<file path="src/sv/assert_macros.svh">
// assertion macros shared by the rtl of the nearest mate unit
// no dependencies; assertions are compiled out when ASSERT_OFF is set
`ifndef ASSERT_MACROS_SVH
`define ASSERT_MACROS_SVH
`ifndef ASSERT_OFF
`define GNMC_ASSERT(lbl, clk, rst_n, prop, msg) \
  lbl: assert property (@(posedge clk) disable iff (!rst_n) prop) else $error(msg);
`define GNMC_NEVER(lbl, clk, rst_n, cond, msg) \
  lbl: assert property (@(posedge clk) disable iff (!rst_n) !(cond)) else $error(msg);
`else
`define GNMC_ASSERT(lbl, clk, rst_n, prop, msg)
`define GNMC_NEVER(lbl, clk, rst_n, cond, msg)
`endif
`endif

</file>
<file path="src/sv/gnmc_queue.sv">
// two entry job queue between the front end and the back end
// no dependencies
`timescale 1ns / 1ps
module gnmc_queue #(
  parameter int W = 8
) (
  input  logic         clk_i,
  input  logic         rst_ni,
  input  logic         push_i,
  input  logic [W-1:0] data_i,
  input  logic         pop_i,
  output logic         valid_o,
  output logic [W-1:0] data_o
);
  logic [W-1:0] mem_q [2];
  logic         wr_q, rd_q;
  logic [1:0]   cnt_q;

  // payload entries
  always_ff @(posedge clk_i) begin
    if (push_i) begin
      mem_q[wr_q] <= data_i;
    end
  end

  // pointers and fill level
  always_ff @(posedge clk_i or negedge rst_ni) begin
    if (!rst_ni) begin
      wr_q  <= 1'b0;
      rd_q  <= 1'b0;
      cnt_q <= '0;
    end else begin
      if (push_i) begin
        wr_q <= !wr_q;
      end
      if (pop_i) begin
        rd_q <= !rd_q;
      end
      cnt_q <= cnt_q + 2'(push_i) - 2'(pop_i);
    end
  end

  assign valid_o = (cnt_q != 2'd0);
  assign data_o  = mem_q[rd_q];
endmodule

</file>
<file path="config.mk">
export PLATFORM = sky130hd
export DESIGN_NAME = gnmc_queue
export DESIGN_NICKNAME = d
export VERILOG_FILES = /design/src/sv/assert_macros.svh /design/src/sv/gnmc_queue.sv
export SDC_FILE = /design/constraint.sdc
export NUM_CORES = 1
export LEC_CHECK = 0
export ABC_AREA = 1
export BUFFER_PORTS_ARGS = -buffer_cell sky130_fd_sc_hd__buf_2
export CORE_MARGIN = 3
export CORE_UTILIZATION = 53
export CTS_BUF_LIST = sky130_fd_sc_hd__clkbuf_8
export DETAILED_ROUTE_END_ITERATION = 12
export GPL_TIMING_DRIVEN = 0
export PLACE_DENSITY = 0.79
export REMOVE_ABC_BUFFERS = 1
export SLEW_MARGIN = 10
export SYNTH_ARGS = -nofsm -noshare
export SYNTH_HDL_FRONTEND = slang
export SYNTH_SLANG_ARGS = --single-unit
</file>
<file path="constraint.sdc">
create_clock -name clk_i -period 1.45 [get_ports clk_i]
set_input_delay 0.145 -clock clk_i [delete_from_list [all_inputs] [get_ports clk_i]]
set_output_delay 0.145 -clock clk_i [all_outputs]
set_load 0.03 [all_outputs]
</file>
==> impl_metrics.csv, run 1 <==
group,metric,value,unit
status,status,"completed",
critical_path,crit_required,1.31,ns
sta,min_period,1.38,ns
pwr,peakVddDrop,1.25,mV
detailed_routing,wirelength,1330,um
cells_and_area,area_growth,18.9,%
critical_path,r2r_cells,1,
critical_path,crit_chain,"o21ai_0, buf_2",
logic_synthesis,synthesis.area,827,um^2
critical_path,worstSetupPathType,"flop to output port",
clocking,cts-root-buf,"clkbuf_8",
cells_and_area,post-route-util,71.1,%
run,cap_viol_max_count,0,
sta,hold_viol,0,
detailed_routing,drc,0,
critical_path,crit_arrival,1.23,ns
sta,final-setup-viol-count,0,
detailed_routing,vias,499,
floorplan,coreArea,1380,um^2
placed_design,gp_congestion,0.666,
detailed_routing,first_iter_violations,2,
logic_synthesis,yosysTopAreaCellShare,58.1,%
clocking,clk_pin_slew_worst_paths,0.07,ns
cells_and_area,drive_gt1_share,31.5,%
grt,grt_pass1_vias,461,
detailed_routing,first_pass_iters,2,
clocking,cts_buffers,3,
min_path,hold_path_class,"input port to flop",
detailed_routing,ant_nets,0,
critical_path,critPathSlowestCell,"dfrtp_2",
grt,antenna_found_initial,0,
critical_path,end_kind,"output port",
detailed_routing,vias_per_cell,4.80,
sta,max_slew_margin,54.9,%
logic_synthesis,ys_ff_latch,20,
cells_and_area,antennaDiodeCount,0,
sta,fin_setup_tns,0,ns
clocking,cts_tree,"done",
detailed_routing,routedWlPerCell,12.8,um
clocking,insertion_delay,0.26,ns
logic_synthesis,yosys_warnings,0,
placed_design,io_buffer_count,20,
sta,finalCritPeriodShare,94.9,%
pwr,powerDensity,2080,nW/um^2
clocking,cts_setup_buffers,0,
floorplan,die_w,45.5,um
grt,grt_usage,14.7,%
cells_and_area,fillers,97,
cells_and_area,fin_nets,104,
sta,drv_slew,0,
sta,worst_pin_slew,0.674,ns
critical_path,critPathMaxStageDelay,0.53,ns
placed_design,hpwl,940,um
floorplan,initial_core_util,59.8,%
critical_path,r2r_start,"wr_q",
min_path,min_from,"data_i[6]",
logic_synthesis,ys_types,12,
critical_path,critPathLaunch,"rd_q",
clocking,clock_sinks,20,
clocking,htreeDepth,1,
floorplan,die_area,2070,um^2
pwr,power.leakage,0.466,nW
grt,overflow,0,
logic_synthesis,synth-seq-area-share,70.2,%
sta,skew,0.00107,ns
sta,rsz0062_at_grt,"no",
critical_path,cp_max_fo,17,
logic_synthesis,synth.avg_cell_area,12.5,um^2
sta,fmax,727,MHz
grt,grt_max_degree,18,
critical_path,worstSetupStartpointType,"flop",
floorplan,fp-row-count,13,
floorplan,die_y,45.5,um
clocking,clockBufferDepth,2,
min_path,hold_depth,1,
grt,grt_pass1_wl,1970,um
logic_synthesis,synthCells,66,
logic_synthesis,synth.area.top_cells,"edfxtp_1 58%, dfrtp_1 12%, inv_1 6.8%",
floorplan,ios,21,
logic_synthesis,yosysTopAreaCell,"edfxtp_1",
## flip-flops by register name, indices dropped and copies added (netlist names)
name   count
cnt_q      2
wr_q       1
mem_q     16
rd_q       1
## layer usage
metal	share of wire [%]	GRT usage, %	vias to the layer above	wire [um]
li1	-	-	257	-
met1	38	13.9	225	512
met2	53	26.5	13	712
met3	6.1	5.14	4	81
met4	2.0	8.77	0	27
met5	0	0	-	0
## final timing paths
kind	end	slack, ns
min reg2reg	wr_q	0.50
max reg2reg	mem_q[0][1]	0.14
min	mem_q[0][6]	0.07
min in group asynchronous	rd_q	0.22
max	data_o[3]	0.07
max in group asynchronous	rd_q	1.09
## through the flow
| step | total power, mW | area, um^2 | setup slack, ns | hold slack [ns] | instances |
|---|---|---|---|---|---|
| finish | 2.04 | 983 | 0.0737 | 0.0738 | 104 |
| global route | 2.17 | 983 | 0.00692 | 0.0666 | 104 |
| CTS | 2.06 | 981 | 0.0542 | 0.0703 | 104 |
| detailed placement | 1.63 | 915 | 0.120 | -0.0433 | 99 |
| global placement | 1.59 | 915 | 0.149 | -0.0434 | 99 |
| floorplan | 1.40 | 796 | 0.0267 | -0.151 | 64 |
## cell usage after synthesis, drive strengths merged
cell     n
dfrtp    4
xor2     2
nor2     1
nand2   15
inv     15
ha       2
nand3    1
o21ai    8
edfxtp  16
buf      2
## area by class of cell
| type | instances | area, um^2 | area share, % |
|---|---|---|---|
| Timing Repair Buffer | 21 | 113 | 11.5 |
| Sequential cell | 20 | 582 | 59.2 |
| Multi-Input combinational cell | 29 | 159 | 16.2 |
| Clock buffer | 4 | 55.1 | 5.60 |
| Inverter | 15 | 56.3 | 5.73 |
| Tap cell | 15 | 18.8 | 1.91 |
## cell usage in the layout, fill, tap and decap left out
cell type      Yosys  layout
buf_2              0      19
buf_4              0       1
clkbuf_8           0       4
dfrtp_1            4       3
dfrtp_2            0       1
dlygate4sd3_1      0       1
edfxtp_1          16      16
ha_1               2       2
inv_1             15      15
nand2_1           15      15
nand3_1            1       1
nor2_1             1       1
o21ai_0            5       5
o21ai_2            3       3
xor2_1             2       2
## power by group
part	switching [mW]	internal [mW]	leakage, nW
combinational	0.504	0.222	0.241
sequential	0.114	0.783	0.196
clock	0.177	0.242	0.0288
total	0.795	1.25	0.466
## cell families after synthesis
group	after synthesis	synth area share, %
flops	20	70.2
compound gates	8	6.20
buf+inv	17	10.6
fa+ha+maj	2	3.03
xor+xnor	2	2.12
simple gates	17	7.87
## worst max-delay path: cells and delay by family, from the launching register on
kind	cells	cell delay (ns)
AO/OA/AOI/OAI	1	0.22
buffers and inverters	1	0.23
flip-flops	1	0.53
## repair_timing
action,CTS,global route
endpoints found under the setup margin,8,1
gates resized for setup,1,1
gates cloned,0,0
endpoints found under the hold margin,4,0
hold buffers,1,0
Note: power is estimated with default switching activity, not from simulation.
==> run 2: changes to the inputs <==
--- a/config.mk
+++ b/config.mk
@@ -5,7 +5,6 @@
 export SDC_FILE = /design/constraint.sdc
 export NUM_CORES = 1
 export LEC_CHECK = 0
-export ABC_AREA = 1
 export BUFFER_PORTS_ARGS = -buffer_cell sky130_fd_sc_hd__buf_2
 export CORE_MARGIN = 3
 export CORE_UTILIZATION = 53
==> run 2 against run 1 <==
Against the previous run: utilization grew 2.6 points; combinational power grew 9.9%; fmax fell by 4.5%; via count shrank 20%; sequential cell count unchanged; sequential power down 6.6%; register-to-register slack is essentially flat; power increased by 6.3%; largest cell class unchanged.
==> impl_metrics.csv, run 2 <==
group,metric,value,unit
detailed_routing,routedWlPerCell,12.7,um
floorplan,die_y,45.0,um
cells_and_area,post-route-util,73.7,%
critical_path,rrSetupSlack,0.14,ns
sta,min_period,1.44,ns
pwr,peakVddDrop,1.24,mV
floorplan,ios,21,
clocking,insertion_delay,0.25,ns
logic_synthesis,synth_flop_cell,"edfxtp_1",
grt,antenna_found_initial,0,
cells_and_area,fin_nets,80,
critical_path,worstSetupStartpointType,"flop",
min_path,hold_depth,1,
critical_path,r2r_start,"wr_q",
logic_synthesis,yosysTopAreaCell,"edfxtp_1",
critical_path,cp_max_fo,4,
cells_and_area,area_growth,25.2,%
placed_design,postPlaceCellArea,912,um^2
min_path,min_from,"data_i[5]",
detailed_routing,ant_nets,0,
logic_synthesis,ys_top_cells_by_count,"16 x edfxtp_1, 8 x mux2_4, 4 x dfrtp_1",
critical_path,end_kind,"output port",
sta,fin_ws,0.00897,ns
logic_synthesis,yosys_warnings,0,
pwr,power.leakage,0.445,nW
cells_and_area,regMostFlops,"mem_q",
critical_path,crit_required,1.31,ns
cells_and_area,final_common_cell,"buf_2",
floorplan,initial_core_util,58.9,%
grt,overflow,0,
floorplan,coreArea,1370,um^2
placed_design,dpl_worst_slack,0.124,ns
sta,rsz0062_at_grt,"yes",
clocking,cts_tree,"done",
detailed_routing,wirelength,1020,um
grt,grt_usage,11.4,%
sta,drv_slew,0,
run,cap_viol_max_count,0,
sta,final-setup-viol-count,0,
min_path,hold_path_end,"mem_q[1][5]",
sta,skew,0.00377,ns
detailed_routing,vias,400,
min_path,hold_path_class,"input port to flop",
logic_synthesis,synth.avg_cell_area,20.6,um^2
cells_and_area,antennaDiodeCount,0,
placed_design,io_buffer_count,20,
sta,fmax,694,MHz
cells_and_area,largest_reg_flops,16,
cells_and_area,drive_gt1_share,55.4,%
placed_design,hpwl,713,um
logic_synthesis,yosysTopAreaCellShare,59.7,%
grt,grt_pass1_vias,376,
clocking,clock_sinks,20,
critical_path,r2r_cells,1,
sta,hold_viol,0,
status,status,"completed",
logic_synthesis,synth-seq-area-share,72.2,%
sta,finalCritPeriodShare,99.4,%
clocking,htreeDepth,1,
detailed_routing,first_iter_violations,6,
placed_design,gp_congestion,0.611,
critical_path,r2r-end,"mem_q[0][4]",
logic_synthesis,synthCells,39,
floorplan,fp-row-count,13,
logic_synthesis,synthesis.area,805,um^2
floorplan,die_w,45.0,um
grt,grt_pass1_wl,1590,um
clocking,cts_buffers,3,
floorplan,die_area,2020,um^2
detailed_routing,first_pass_iters,2,
logic_synthesis,ys_types,11,
grt,grt_max_degree,13,
pwr,post-layout-total-power,2.17,mW
detailed_routing,drc,0,
logic_synthesis,synth_enable_flop_cells,16,
detailed_routing,vias_per_cell,5.00,
logic_synthesis,synth.area.top_cells,"edfxtp_1 60%, mux2_4 15%, dfrtp_1 12%",
cells_and_area,fillers,93,
logic_synthesis,synthArstFlopShare,20.0,%
clocking,clk_pin_slew_worst_paths,0.07,ns
logic_synthesis,ys_ff_latch,20,
cells_and_area,reg_top3,"mem_q x16, cnt_q x2",
clocking,cts-root-buf,"clkbuf_8",
logic_synthesis,yosysMostFrequentCell,"edfxtp_1",
sta,max_slew_margin,55.9,%
sta,worst_pin_slew,0.661,ns
cells_and_area,final_cell_mix,"21 x buf_2, 16 x edfxtp_1, 8 x mux2_4",
cells_and_area,fin_area,1010,um^2
pwr,powerDensity,2150,nW/um^2
critical_path,worstSetupPathType,"flop to output port",
critical_path,crit_arrival,1.30,ns
clocking,clockBufferDepth,2,
## run 2: cell types whose count changed after synthesis, sizes merged
cell / change
xor3: +1
or2: +1
o21ai: -8
nand3: -1
nor2: -1
and2: +1
nand2: -15
inv: -13
buf: -1
mux2: +8
nor2b: +1
## run 2: critical path, cell delays in order (launching register included)
cell and delay [ns]:
dfrtp_2 0.40, buf_2 0.17, mux2_4 0.30, buf_2 0.18
## run 2: layout make-up
| cell class | count | area (um^2) | share of cell area [%] |
|---|---|---|---|
| tap | 15 | 18.8 | 1.86 |
| clock inverter | 1 | 30.0 | 2.98 |
| clock buffer | 3 | 41.3 | 4.10 |
| timing repair buffer | 23 | 123 | 12.2 |
| inverter | 2 | 7.51 | 0.745 |
| sequential | 20 | 582 | 57.8 |
| multi-input combinational | 16 | 205 | 20.4 |
## run 2: worst max path at each step
stage / start / end / slack, ns
4_1_cts: rd_q / data_o[6] / 0.004
3_5_place_dp: wr_q / mem_q[0][1] / 0.12
2_1_floorplan: wr_q / mem_q[0][0] / 0.29
3_3_place_gp: wr_q / mem_q[0][5] / 0.13
6_report: rd_q / data_o[2] / 0.009
5_1_grt: rd_q / data_o[6] / -0.02
## run 2: power breakdown
| group | internal [mW] | switching [mW] | total [mW] |
|---|---|---|---|
| Clock | 0.368 | 0.167 | 0.534 |
| Combinational | 0.360 | 0.437 | 0.797 |
| Sequential | 0.785 | 0.0522 | 0.838 |
## run 2: what timing repair did
action,4_1_cts,5_1_grt
buffers inserted,0,2
hold buffers,1,0
endpoints found under the setup margin,8,8
endpoints found under the hold margin,4,0
gates resized for setup,1,0
pin swaps,0,0
gates cloned,0,0
## run 2: layer usage
| layer | track usage, % | part of all wire (%) | vias up |
|---|---|---|---|
| met5 | 0 | 0 | - |
| met4 | 5.26 | 0.49 | 0 |
| met3 | 3.59 | 5.6 | 2 |
| met2 | 19.5 | 54 | 12 |
| met1 | 12.7 | 40 | 190 |
| li1 | - | - | 196 |
## run 2: cells by family (layout without fill, tap and decap cells)
family	Yosys count	in the layout	share of synthesized area, %
xor gates and xnor gates	3	3	5.13
buffers and inverters	3	29	2.33
DFF	20	20	72.2
adders and majority gates	2	2	3.11
muxes	8	8	14.9
and+or+nand+nor	3	3	2.33
## run 2: through the flow
step	hold slack (ns)	setup TNS (ns)	cells
after floorplan	-0.151	0	38
after global placement	-0.0463	0	73
after detailed placement	-0.0467	0	73
after CTS	0.0766	0	78
after global routing	0.0708	-0.115	80
final	0.0803	0	80
==> run 3: changes to the inputs <==
--- a/config.mk
+++ b/config.mk
@@ -10,7 +10,6 @@
 export CORE_UTILIZATION = 53
 export CTS_BUF_LIST = sky130_fd_sc_hd__clkbuf_8
 export DETAILED_ROUTE_END_ITERATION = 12
-export GPL_TIMING_DRIVEN = 0
 export PLACE_DENSITY = 0.79
 export REMOVE_ABC_BUFFERS = 1
 export SLEW_MARGIN = 10
==> run 3 against run 2 <==
Against the previous run: sequential cell count did not move; sequential power grew 6.2%; sequential share of layout area rose by 0.80 points; die area unchanged; final area down 1.4%; register-to-register slack improved by 0.16 ns; critical path depth shrank 1; worst setup slack gained 0.027 ns; largest power group unchanged.
==> impl_metrics.csv, run 3 (synthesis results as in run 2) <==
group,metric,value,unit
pwr,pwr-share-seq,44.0,%
sta,fmax,707,MHz
clocking,clockBufferDepth,2,
grt,grt_max_degree,12,
cells_and_area,area_growth,23.5,%
placed_design,dpl_worst_slack,0.150,ns
detailed_routing,first_iter_violations,0,
detailed_routing,wirelength,1030,um
cells_and_area,regMostFlops,"mem_q",
cells_and_area,reg_top3,"mem_q x16, cnt_q x2",
placed_design,postPlaceCellArea,920,um^2
run,cap_viol_max_count,0,
floorplan,die_y,45.0,um
critical_path,r2r-end,"cnt_q[1]",
floorplan,ios,21,
detailed_routing,first_pass_iters,1,
cells_and_area,fin_nets,80,
sta,finalCritPeriodShare,97.5,%
cells_and_area,fin_area,993,um^2
clocking,cts_tree,"done",
placed_design,gp_congestion,0.622,
critical_path,crit_arrival,1.27,ns
min_path,hold_depth,1,
floorplan,initial_core_util,58.9,%
pwr,powerDensity,2040,nW/um^2
grt,grt_usage,10.4,%
sta,final-setup-viol-count,0,
critical_path,r2r_start,"cnt_q[0]",
cells_and_area,final_cells,80,
cells_and_area,final_common_cell,"buf_2",
pwr,pwr-share-clk,19.6,%
grt,antenna_found_initial,0,
detailed_routing,vias,387,
placed_design,placed_cells,74,
sta,hold_viol,0,
pwr,comb_power_share,36.4,%
clocking,clock_sinks,20,
grt,overflow,0,
cells_and_area,fillers,95,
detailed_routing,routedWlPerCell,12.9,um
cells_and_area,final_cell_mix,"20 x buf_2, 16 x edfxtp_1, 8 x mux2_4",
sta,max_slew_margin,75.7,%
pwr,post-layout-total-power,2.02,mW
sta,rsz0062_at_grt,"yes",
pwr,power.leakage,0.439,nW
sta,fin_hold_ws,0.0821,ns
floorplan,fp-row-count,13,
pwr,internal_power,1.39,mW
detailed_routing,vias_per_cell,4.84,
min_path,hold_path_end,"mem_q[1][2]",
critical_path,r2r_cells,5,
critical_path,worstSetupStartpointType,"flop",
grt,grt_pass1_wl,1460,um
cells_and_area,largest_reg_flops,16,
clocking,cts-root-buf,"clkbuf_8",
detailed_routing,ant_nets,0,
clocking,clk_pin_slew_worst_paths,0.07,ns
sta,fin_ws,0.0359,ns
clocking,cts_buffers,3,
sta,skew,0.00531,ns
status,status,"completed",
critical_path,crit_required,1.31,ns
critical_path,rrSetupSlack,0.30,ns
sta,drv_slew,0,
sta,worst_pin_slew,0.364,ns
critical_path,cp_max_fo,9,
grt,grt_pass1_vias,350,
floorplan,die_area,2020,um^2
cells_and_area,antennaDiodeCount,0,
min_path,min_from,"data_i[2]",
cells_and_area,drive_gt1_share,55.4,%
floorplan,coreArea,1370,um^2
detailed_routing,drc,0,
critical_path,end_kind,"output port",
floorplan,die_w,45.0,um
placed_design,io_buffer_count,20,
min_path,hold_path_class,"input port to flop",
pwr,p_sw,0.638,mW
clocking,htreeDepth,1,
clocking,insertion_delay,0.25,ns
critical_path,worstSetupPathType,"flop to output port",
sta,min_period,1.41,ns
pwr,switching_share,31.5,%
pwr,peakVddDrop,1.33,mV
run 3: worst max-delay path by stage:
stage / startpoint / slack, ns / endpoint / cells past startpoint
5_1_grt: rd_q / -0.01 / data_o[6] / 2
2_1_floorplan: wr_q / 0.29 / mem_q[0][0] / 1
4_1_cts: rd_q / 0.01 / data_o[6] / 2
6_report: rd_q / 0.04 / data_o[6] / 2
3_3_place_gp: rd_q / 0.17 / data_o[2] / 2
3_5_place_dp: rd_q / 0.15 / data_o[6] / 2
run 3: layer usage:
| metal | GRT usage [%] | wire (um) | up-vias |
|---|---|---|---|
| met3 | 2.39 | 54 | 0 |
| met1 | 10.3 | 369 | 181 |
| met2 | 21.5 | 607 | 12 |
| met5 | 0 | 0 | - |
| li1 | - | - | 194 |
| met4 | 1.75 | 0 | 0 |
run 3: final cells by class:
cell class	instances	area, um^2	share of cell area, %
Clock buffer	4	55.1	5.54
Sequential cell	20	582	58.6
Inverter	2	7.51	0.756
Tap cell	15	18.8	1.89
Multi-Input combinational cell	16	205	20.7
Timing Repair Buffer	23	125	12.6
run 3: critical path: stages (launching register included):
cell	delay [ns]
dfrtp_2	0.52
mux2_4	0.33
buf_2	0.18
run 3: timing repair:
action | in CTS | in global routing
hold buffers | 1 | 0
endpoints found under the hold margin | 4 | 0
setup endpoints to repair | 8 | 8
pin swaps | 0 | 0
resized for setup | 1 | 0
setup buffers | 0 | 1
run 3: power groups by stage:
| stage | sequential (mW) | combinational, mW | clock [mW] |
|---|---|---|---|
| final | 0.890 | 0.737 | 0.397 |
| after global routing | 0.910 | 0.776 | 0.441 |
| after CTS | 0.897 | 0.725 | 0.403 |
| after detailed placement | 0.906 | 0.723 | 0 |
| after global placement | 0.899 | 0.711 | 0 |
| after floorplan | 0.882 | 0.569 | 0 |
run 3: per-stage QoR:
| stage | setup TNS (ns) | util [%] |
|---|---|---|
| after floorplan | 0 | - |
| after global placement | 0 | 67.3 |
| after detailed placement | 0 | 67.3 |
| after CTS | 0 | 72.2 |
| after global routing | -0.0544 | 72.7 |
| final | 0 | 72.7 |
